[src/design/zmes_pkg.sv]
// Package with the shared types and constants of the zone-metered exposure stepper.
package zmes_pkg;

	// Field widths.
	localparam int LEVEL_W  = 8;
	localparam int COL_W    = 4;
	localparam int LEN_W    = 5;
	localparam int SCORE_W  = 8;
	localparam int EXP_W    = 10;
	localparam int STEP_W   = 8;
	localparam int CFG_W    = 8;
	localparam int CFG_IDX_W = 3;
	localparam int S_DATA_W = 8;
	localparam int M_DATA_W = 24;

	// Configuration register indexes.
	typedef enum logic [CFG_IDX_W-1:0] {
		REG_ROW_LENGTH     = 3'd0,
		REG_WINDOW_OFFSET  = 3'd1,
		REG_WINDOW_WIDTH   = 3'd2,
		REG_LOW_THRESHOLD  = 3'd3,
		REG_HIGH_THRESHOLD = 3'd4,
		REG_OVER_LIMIT     = 3'd5,
		REG_UNDER_LIMIT    = 3'd6,
		REG_STEP_SIZE      = 3'd7
	} reg_idx_t;

	// Frame verdict codes.
	typedef enum logic [1:0] {
		VERDICT_OK    = 2'd0,
		VERDICT_OVER  = 2'd1,
		VERDICT_UNDER = 2'd2
	} verdict_t;

	// Configuration register set.
	typedef struct packed {
		logic [LEN_W-1:0]          row_length;
		logic [COL_W-1:0]          window_offset;
		logic [LEN_W-1:0]          window_width;
		logic [LEVEL_W-1:0]        low_threshold;
		logic [LEVEL_W-1:0]        high_threshold;
		logic signed [SCORE_W-1:0] over_limit;
		logic signed [SCORE_W-1:0] under_limit;
		logic [STEP_W-1:0]         step_size;
	} cfg_t;

	// Running state carried from item to item.
	typedef struct packed {
		logic signed [SCORE_W-1:0] score;
		logic [COL_W-1:0]          column;
		logic [EXP_W-1:0]          exposure;
	} state_t;

	// One result item.
	typedef struct packed {
		verdict_t                  verdict;
		logic signed [SCORE_W-1:0] frame_score;
		logic [EXP_W-1:0]          exposure_value;
	} result_t;

endpackage

[src/design/zmes_eval.sv]
// Single-pass zone scoring, column advance and end-of-frame exposure step.
module zmes_eval #(
	parameter int unsigned MIN_EXPOSURE_VALUE = 50,
	parameter int unsigned MAX_EXPOSURE_VALUE = 300
) (
	input  zmes_pkg::cfg_t                  cfg,
	input  zmes_pkg::state_t                cur,
	input  logic [zmes_pkg::LEVEL_W-1:0]    level,
	input  logic                            frame_end,
	output zmes_pkg::state_t                nxt,
	output zmes_pkg::result_t               res
);
	import zmes_pkg::*;

	localparam logic [EXP_W-1:0] EXP_MIN = EXP_W'(MIN_EXPOSURE_VALUE);
	localparam logic [EXP_W-1:0] EXP_MAX = EXP_W'(MAX_EXPOSURE_VALUE);

	logic [LEN_W:0]            win_end;
	logic                      in_window;
	logic signed [SCORE_W+1:0] delta;
	logic signed [SCORE_W+1:0] sum_wide;
	logic signed [SCORE_W-1:0] score_new;
	logic [LEN_W-1:0]          len_eff;
	logic [LEN_W-1:0]          col_inc;
	logic [COL_W-1:0]          col_new;
	logic [EXP_W+1:0]          down_floor;
	logic [EXP_W+1:0]          up_sum;
	logic [EXP_W-1:0]          exp_down;
	logic [EXP_W-1:0]          exp_up;
	logic                      is_over;
	logic                      is_under;

	// Window test on the current column.
	always_comb begin
		win_end   = {2'b00, cfg.window_offset} + {1'b0, cfg.window_width};
		in_window = ({2'b00, cur.column} >= {2'b00, cfg.window_offset}) &&
		            ({2'b00, cur.column} < win_end);
	end

	// Zone score and saturating accumulate.
	always_comb begin
		if (level < cfg.low_threshold) begin
			delta = -(SCORE_W+2)'(1);
		end else if (level > cfg.high_threshold) begin
			delta = (SCORE_W+2)'(2);
		end else begin
			delta = (SCORE_W+2)'(1);
		end
		sum_wide = (SCORE_W+2)'(cur.score) + delta;
		if (!in_window) begin
			score_new = cur.score;
		end else if (sum_wide > (SCORE_W+2)'(127)) begin
			score_new = SCORE_W'(127);
		end else if (sum_wide < -(SCORE_W+2)'(128)) begin
			score_new = -SCORE_W'(128);
		end else begin
			score_new = sum_wide[SCORE_W-1:0];
		end
	end

	// Column counter wraps at the effective row length, clamped to 1..16.
	always_comb begin
		if (cfg.row_length == '0) begin
			len_eff = LEN_W'(1);
		end else if (cfg.row_length > LEN_W'(16)) begin
			len_eff = LEN_W'(16);
		end else begin
			len_eff = cfg.row_length;
		end
		col_inc = {1'b0, cur.column} + LEN_W'(1);
		col_new = (col_inc >= len_eff) ? '0 : col_inc[COL_W-1:0];
	end

	// Candidate exposure values for both correction directions.
	always_comb begin
		down_floor = {4'b0000, cfg.step_size} + {2'b00, EXP_MIN};
		up_sum     = {2'b00, cur.exposure} + {4'b0000, cfg.step_size};
		exp_down   = ({2'b00, cur.exposure} < down_floor) ? EXP_MIN :
		             (cur.exposure - {2'b00, cfg.step_size});
		exp_up     = (up_sum > {2'b00, EXP_MAX}) ? EXP_MAX : up_sum[EXP_W-1:0];
	end

	// Frame decision: the over test is checked first and wins.
	always_comb begin
		is_over  = score_new > cfg.over_limit;
		is_under = !is_over && (score_new < cfg.under_limit);
		res.frame_score = score_new;
		if (is_over) begin
			res.verdict        = VERDICT_OVER;
			res.exposure_value = exp_down;
		end else if (is_under) begin
			res.verdict        = VERDICT_UNDER;
			res.exposure_value = exp_up;
		end else begin
			res.verdict        = VERDICT_OK;
			res.exposure_value = cur.exposure;
		end
	end

	// Next state: the frame end clears score and column and takes the new exposure value.
	always_comb begin
		if (frame_end) begin
			nxt.score    = '0;
			nxt.column   = '0;
			nxt.exposure = res.exposure_value;
		end else begin
			nxt.score    = score_new;
			nxt.column   = col_new;
			nxt.exposure = cur.exposure;
		end
	end

endmodule

[src/design/zone_metered_exposure_stepper_top.sv]
// Top level of the zone-metered exposure stepper: registers, handshakes and configuration.
//
// Channel  | Direction | Handshake          | Payload
// s_*      | in        | s_tvalid/s_tready  | s_tdata: level; s_tlast: frame_end
// m_*      | out       | m_tvalid/m_tready  | m_tdata: verdict, frame_score, exposure_value
// cfg_*    | in        | cfg_we             | cfg_index, cfg_wdata
//
// A request is loaded into the input register and evaluated there; for a frame-end request
// the result is then loaded into the result register once that register is free.
// One request per cycle is taken while none waits; score and column feed back via state_q.
// A frame-end request waits in the input register only while a result is held by m_tready.
// Reset clears the valid flags and the running score and column, loads the configuration
// defaults and sets the exposure to the minimum; no clearing pass is needed.
module zone_metered_exposure_stepper_top #(
	parameter int unsigned MIN_EXPOSURE_VALUE = 50,
	parameter int unsigned MAX_EXPOSURE_VALUE = 300
) (
	input  logic                              clk,
	input  logic                              arst_n,
	// s_tdata: level [7:0]
	input  logic                              s_tvalid,
	output logic                              s_tready,
	input  logic [zmes_pkg::S_DATA_W-1:0]     s_tdata,
	input  logic                              s_tlast,
	// m_tdata: verdict [1:0], frame_score [9:2], exposure_value [19:10], zeros [23:20]
	output logic                              m_tvalid,
	input  logic                              m_tready,
	output logic [zmes_pkg::M_DATA_W-1:0]     m_tdata,
	input  logic                              cfg_we,
	input  logic [zmes_pkg::CFG_IDX_W-1:0]    cfg_index,
	input  logic [zmes_pkg::CFG_W-1:0]        cfg_wdata
);
	import zmes_pkg::*;

	localparam logic [EXP_W-1:0] EXP_MIN = EXP_W'(MIN_EXPOSURE_VALUE);

	cfg_t                 cfg_q;
	state_t               state_q;
	state_t               state_nxt;
	result_t              res_nxt;
	result_t              res_q;
	logic                 out_valid_q;
	logic                 valid_s1;
	logic [LEVEL_W-1:0]   level_s1;
	logic                 last_s1;
	logic                 out_free;
	logic                 fire_s1;

	// Configuration registers.
	always_ff @(posedge clk or negedge arst_n) begin
		if (!arst_n) begin
			cfg_q.row_length     <= LEN_W'(4);
			cfg_q.window_offset  <= COL_W'(1);
			cfg_q.window_width   <= LEN_W'(2);
			cfg_q.low_threshold  <= LEVEL_W'(48);
			cfg_q.high_threshold <= LEVEL_W'(96);
			cfg_q.over_limit     <= SCORE_W'(18);
			cfg_q.under_limit    <= SCORE_W'(10);
			cfg_q.step_size      <= STEP_W'(5);
		end else if (cfg_we) begin
			unique case (reg_idx_t'(cfg_index))
				REG_ROW_LENGTH:     cfg_q.row_length     <= cfg_wdata[LEN_W-1:0];
				REG_WINDOW_OFFSET:  cfg_q.window_offset  <= cfg_wdata[COL_W-1:0];
				REG_WINDOW_WIDTH:   cfg_q.window_width   <= cfg_wdata[LEN_W-1:0];
				REG_LOW_THRESHOLD:  cfg_q.low_threshold  <= cfg_wdata[LEVEL_W-1:0];
				REG_HIGH_THRESHOLD: cfg_q.high_threshold <= cfg_wdata[LEVEL_W-1:0];
				REG_OVER_LIMIT:     cfg_q.over_limit     <= cfg_wdata[SCORE_W-1:0];
				REG_UNDER_LIMIT:    cfg_q.under_limit    <= cfg_wdata[SCORE_W-1:0];
				REG_STEP_SIZE:      cfg_q.step_size      <= cfg_wdata[STEP_W-1:0];
				default: ;
			endcase
		end
	end

	// Stage 1 advances unless it holds a frame end and a result is held by m_tready.
	assign out_free = !out_valid_q || m_tready;
	assign fire_s1  = valid_s1 && (!last_s1 || out_free);
	assign s_tready = !valid_s1 || fire_s1;

	// Input register.
	always_ff @(posedge clk or negedge arst_n) begin
		if (!arst_n) begin
			valid_s1 <= 1'b0;
		end else if (s_tready) begin
			valid_s1 <= s_tvalid;
		end
	end

	always_ff @(posedge clk) begin
		if (s_tready && s_tvalid) begin
			level_s1 <= s_tdata[LEVEL_W-1:0];
			last_s1  <= s_tlast;
		end
	end

	// Scoring and exposure decision.
	zmes_eval #(
		.MIN_EXPOSURE_VALUE(MIN_EXPOSURE_VALUE),
		.MAX_EXPOSURE_VALUE(MAX_EXPOSURE_VALUE)
	) u_eval (
		.cfg       (cfg_q),
		.cur       (state_q),
		.level     (level_s1),
		.frame_end (last_s1),
		.nxt       (state_nxt),
		.res       (res_nxt)
	);

	// Running state.
	always_ff @(posedge clk or negedge arst_n) begin
		if (!arst_n) begin
			state_q.score    <= '0;
			state_q.column   <= '0;
			state_q.exposure <= EXP_MIN;
		end else if (fire_s1) begin
			state_q <= state_nxt;
		end
	end

	// Result register.
	always_ff @(posedge clk or negedge arst_n) begin
		if (!arst_n) begin
			out_valid_q <= 1'b0;
		end else if (fire_s1 && last_s1) begin
			out_valid_q <= 1'b1;
		end else if (m_tready) begin
			out_valid_q <= 1'b0;
		end
	end

	always_ff @(posedge clk) begin
		if (fire_s1 && last_s1) begin
			res_q <= res_nxt;
		end
	end

	assign m_tvalid = out_valid_q;
	assign m_tdata  = {{(M_DATA_W - EXP_W - SCORE_W - 2){1'b0}},
	                   res_q.exposure_value, res_q.frame_score, res_q.verdict};

endmodule

[config.mk]
export PLATFORM = sky130hd
export DESIGN_NAME = zone_metered_exposure_stepper_top
export DESIGN_NICKNAME = d
export VERILOG_FILES = /design/src/design/zmes_pkg.sv /design/src/design/zmes_eval.sv /design/src/design/zone_metered_exposure_stepper_top.sv
export SDC_FILE = /design/constraint.sdc
export NUM_CORES = 1
export LEC_CHECK = 0
export ABC_AREA = 1
export BUFFER_PORTS_ARGS = -buffer_cell sky130_fd_sc_hd__buf_2
export CAP_MARGIN = 10
export CORE_MARGIN = 5
export CORE_UTILIZATION = 55
export CTS_CLUSTER_DIAMETER = 150
export CTS_CLUSTER_SIZE = 20
export DETAILED_ROUTE_END_ITERATION = 10
export HOLD_SLACK_MARGIN = 0.06
export PLACE_DENSITY_LB_ADDON = 0.05
export SKIP_LAST_GASP = 1
export SLEW_MARGIN = 10
export SYNTH_ARGS = -nofsm -noshare
export SYNTH_HDL_FRONTEND = slang
export SYNTH_HIERARCHICAL = 1
export SYNTH_SLANG_ARGS = --single-unit
export TNS_END_PERCENT = 5
[constraint.sdc]
create_clock -name clk -period 7.98 [get_ports clk]
set_input_delay 0.798 -clock clk [delete_from_list [all_inputs] [get_ports clk]]
set_output_delay 0.798 -clock clk [all_outputs]
set_load 0.01 [all_outputs]
==> results.txt <==
----------------------------------------------------
[STA]
  Summed negative setup slack over all endpoints ... 0 ns
  F_max ... 171 MHz
  Final max-slew violation count ... 0
  Setup violations, final ... 0
  Crit path time final ... 5.85 ns
  Clock Skew ... 0.00973 ns
  Part of the cycle the worst path needs ... 73.4%
  Final hold viol count ... 0
  Relative max-transition margin ... 30.2%
  Transition time at the pin with the least slew margin ... 1.05 ns
  Setup repair after global routing missed its margin ... no

[Drt]
  Via count ... 6298
  Iteration count of the initial detailed-routing pass ... 5
  Max layer used ... met4
  Number of violations reported at the end of detailed-routing iteration 0 ... 489
  DRC violation count after routing ... 0
  Routed WL ... 17600 um
  Average routed wire per standard cell ... 14.7 um
  DRT antenna net count ... 0
  Metal3 WL ... 1010 um
  Vias per Instance ... 5.26
  Routed metal-1 wirelength ... 8530 um
  Wire length on met2 ... 7870 um

[Clocking]
  H-tree depth reported by CTS ... 3
  Number of setup buffers added after CTS ... 0
  Clock insertion delay at the later pin of the skew report ... 0.37 ns
  Clock Path Buffers ... 2
  Cts bufs inserted ... 9
  Clock sink count ... 107
  TritonCTS clock tree ... built
  Clock-pin slew on the worst setup and hold paths ... 0.08 ns
  CTS resizes ... 0
  Number of buffers inserted by hold repair at cts ... 0
  Root buf cell ... sky130_fd_sc_hd__clkbuf_16

[Place]
  GPL Wtd Cong ... 0.916
  Quantity of I/O buffers inserted on ports ... 46
  Dpl hpwl ... 13200 um

[Setup path]
  Crit start category ... flip-flop
  Buf/Inv on CP ... 5
  Top delay family on crit path ... compound AO/OA/AOI/OAI gates
  Delay of the slowest cell on the worst path ... 0.64 ns
  Slowest stage cell on the critical path ... sky130_fd_sc_hd__o31ai_1
  Most common cell type on the critical path ... sky130_fd_sc_hd__nand2_1
  Worst EP required ... 8.29 ns
  Largest fanout on the critical path ... 12
  Critical path type ... reg2reg
  WP depth ... 30
  Data arrival time of the worst path ... 6.16 ns
  Length in cells of the worst reg-to-reg path ... 30
  Worst setup EP type ... flip-flop

[Power]
  VDD IR-drop max ... 0.171 mV
  PwrDens ... 427 nW/um^2
  Pwr Total ... 3.50 mW
  Static leakage ... 4.38 nW

[Global route]
  Global-route wire length before repair ... 29800 um
  Number of global-route vias before repair ... 6003
  Pin count of the biggest net entering global routing ... 79
  GRT Total Usage ... 23.0%
  Number of antenna violations at the first check in global routing ... 0
  Gr ovfl total ... 0

[Finish]
  Share of the core filled with cells ... 61.7%
  Synthesis-to-layout area growth ... 9.22%
  # fillers ... 1259
  Share of cells above drive strength 1 ... 11.3%
  Number of nets in the layout ... 1124
  Ant diodes ... 0

[Floorplan]
  Row cnt ... 42
  Placeable Area ... 13300 um^2
  I/O pin count ... 51
  Overall die area ... 16100 um^2
  Starting Density ... 56.5%
  Die Height ... 127 um
  X dimension of the die ... 127 um

[Min path]
  Hold Path Cell Cnt ... 2
  HP Class ... reg2reg

[Synth]
  Per-instance average area after synthesis ... 7.71 um^2
  Post-synthesis instance total ... 974
  Synth async-reset ratio ... 72.9%
  Area share of the leading cell type in the synthesized netlist ... 20.7%
  Netlist area before placement ... 7510 um^2
  Post-synthesis cell type with the largest combined area ... sky130_fd_sc_hd__dfrtp_1
  Number of unique standard cell types used by synthesis ... 52
  Synth area leaders ... sky130_fd_sc_hd__dfrtp_1, sky130_fd_sc_hd__nand2_1, sky130_fd_sc_hd__ha_1
  Synth Register Bits ... 107
  Portion of the post-synthesis area used by sequential elements ... 37.9%
  Number of enable flip-flop cells after synthesis ... 29
  Most frequently used flop master after synthesis ... sky130_fd_sc_hd__dfrtp_1
  Synth warn ... 6

[Flow run]
  Reported max-cap violation count ... 0

[Outcome]
  Outcome ... finished clean

----------------------------------------------------
[cell usage in the layout (no fill, tap or decap), types with 4 or more instances in the layout]
cell,count
sky130_fd_sc_hd__a21oi_1,44
sky130_fd_sc_hd__and2_1,8
sky130_fd_sc_hd__buf_2,45
sky130_fd_sc_hd__buf_4,4
sky130_fd_sc_hd__clkbuf_16,9
sky130_fd_sc_hd__conb_1,4
sky130_fd_sc_hd__dfrtp_1,62
sky130_fd_sc_hd__dfstp_2,16
sky130_fd_sc_hd__edfxtp_1,29
sky130_fd_sc_hd__fa_1,5
sky130_fd_sc_hd__ha_1,78
sky130_fd_sc_hd__inv_1,114
sky130_fd_sc_hd__nand2_1,366
sky130_fd_sc_hd__nand2_2,9
sky130_fd_sc_hd__nand3_1,60
sky130_fd_sc_hd__nand4_1,7
sky130_fd_sc_hd__nor2_1,46
sky130_fd_sc_hd__nor2_4,5
sky130_fd_sc_hd__o211ai_1,4
sky130_fd_sc_hd__o21ai_0,19
sky130_fd_sc_hd__o21bai_1,7
sky130_fd_sc_hd__or2_2,6
sky130_fd_sc_hd__xnor2_1,6
sky130_fd_sc_hd__xor2_1,17
[layer usage]
layer | global-route usage (%) | up-vias
met5 | 0 | -
met4 | 4.79 | 0
met3 | 5.55 | 15
met2 | 37.0 | 158
met1 | 31.8 | 2925
li1 | - | 3200
[final cells by class]
type | count | area [um^2] | share of cell area, %
Multi-Input combinational cell | 731 | 4120 | 50.2
Sequential cell | 107 | 2840 | 34.7
Inverter | 118 | 445 | 5.43
Timing Repair Buffer | 49 | 255 | 3.11
Clock buffer | 9 | 225 | 2.75
Tap cell | 176 | 220 | 2.69
Clock inverter | 7 | 93.8 | 1.14
[power breakdown]
part	total, mW	internal (mW)	switching [mW]	leakage (nW)
clock	0.477	0.252	0.225	0.153
combinational	2.11	0.781	1.33	2.99
sequential	0.914	0.792	0.122	1.24
total	3.50	1.83	1.68	4.38
[per-stage QoR]
step                      setup slack [ns]  area (um^2)  std cells  hold WS [ns]
after floorplan                       2.77         7520        977         0.436
final                                 2.13         8200       1197         0.464
after global placement                2.42         7880       1181         0.454
after detailed placement              2.16         7880       1181         0.455
after global routing                  1.58         8200       1197         0.491
after CTS                             2.15         8200       1197         0.467
[cell usage after synthesis, types with 5 or more instances]
cell / n
sky130_fd_sc_hd__xor2_1: 17
sky130_fd_sc_hd__buf_2: 6
sky130_fd_sc_hd__nand4_1: 7
sky130_fd_sc_hd__clkbuf_1: 6
sky130_fd_sc_hd__or2_2: 6
sky130_fd_sc_hd__a21oi_1: 44
sky130_fd_sc_hd__inv_1: 114
sky130_fd_sc_hd__nand3_1: 60
sky130_fd_sc_hd__nand2_2: 9
sky130_fd_sc_hd__and2_1: 8
sky130_fd_sc_hd__dfstp_2: 16
sky130_fd_sc_hd__fa_1: 5
sky130_fd_sc_hd__xnor2_1: 6
sky130_fd_sc_hd__dfrtp_1: 62
sky130_fd_sc_hd__nand2_1: 366
sky130_fd_sc_hd__ha_1: 78
sky130_fd_sc_hd__edfxtp_1: 29
sky130_fd_sc_hd__nor2_4: 5
sky130_fd_sc_hd__nor2_1: 46
sky130_fd_sc_hd__o21ai_0: 19
sky130_fd_sc_hd__o21bai_1: 7
[tightest hold or removal path: cells and delay by family (launching register included)]
| kind | cells | cell delay, ns |
|---|---|---|
| flip-flops | 1 | 0.37 |
| AND/OR/NAND/NOR | 2 | 0.09 |
[state kept, by name (all words and copies together), names as in the netlist]
signal and cells:
level_s1 8, last_s1 1, m_tdata 20, valid_s1 1
m_tvalid 1, state_q 22, cfg_q 54
[path summary, 6_finish.rpt]
| path | slack (ns) | from | to |
|---|---|---|---|
| max | 2.13 | cfg_q[37]$_DFFE_PN1P_ | state_q[6]$_DFFE_PN0P_ |
| min | 0.46 | cfg_q[36]$_DFFE_PN1P_ | cfg_q[36]$_DFFE_PN1P_ |
| max reg2reg | 2.13 | cfg_q[37]$_DFFE_PN1P_ | state_q[6]$_DFFE_PN0P_ |
| min reg2reg | 0.46 | cfg_q[36]$_DFFE_PN1P_ | cfg_q[36]$_DFFE_PN1P_ |
| max in group asynchronous | 6.69 | arst_n | m_tvalid$_DFFE_PN0P_ |
| min in group asynchronous | 0.59 | arst_n | cfg_q[44]$_DFFE_PN0P_ |
[cell families after synthesis]
group	Yosys count	synth area share [%]
buffers and inverters	139	7.45
AOI/OAI and AO/OA	98	7.93
xor gates and xnor gates	23	2.68
and+or+nand+nor	523	29.7
DFF	107	37.9
adders and majority gates	83	14.3
other	1	0.0499
Note: power is estimated with default switching activity, not from simulation.
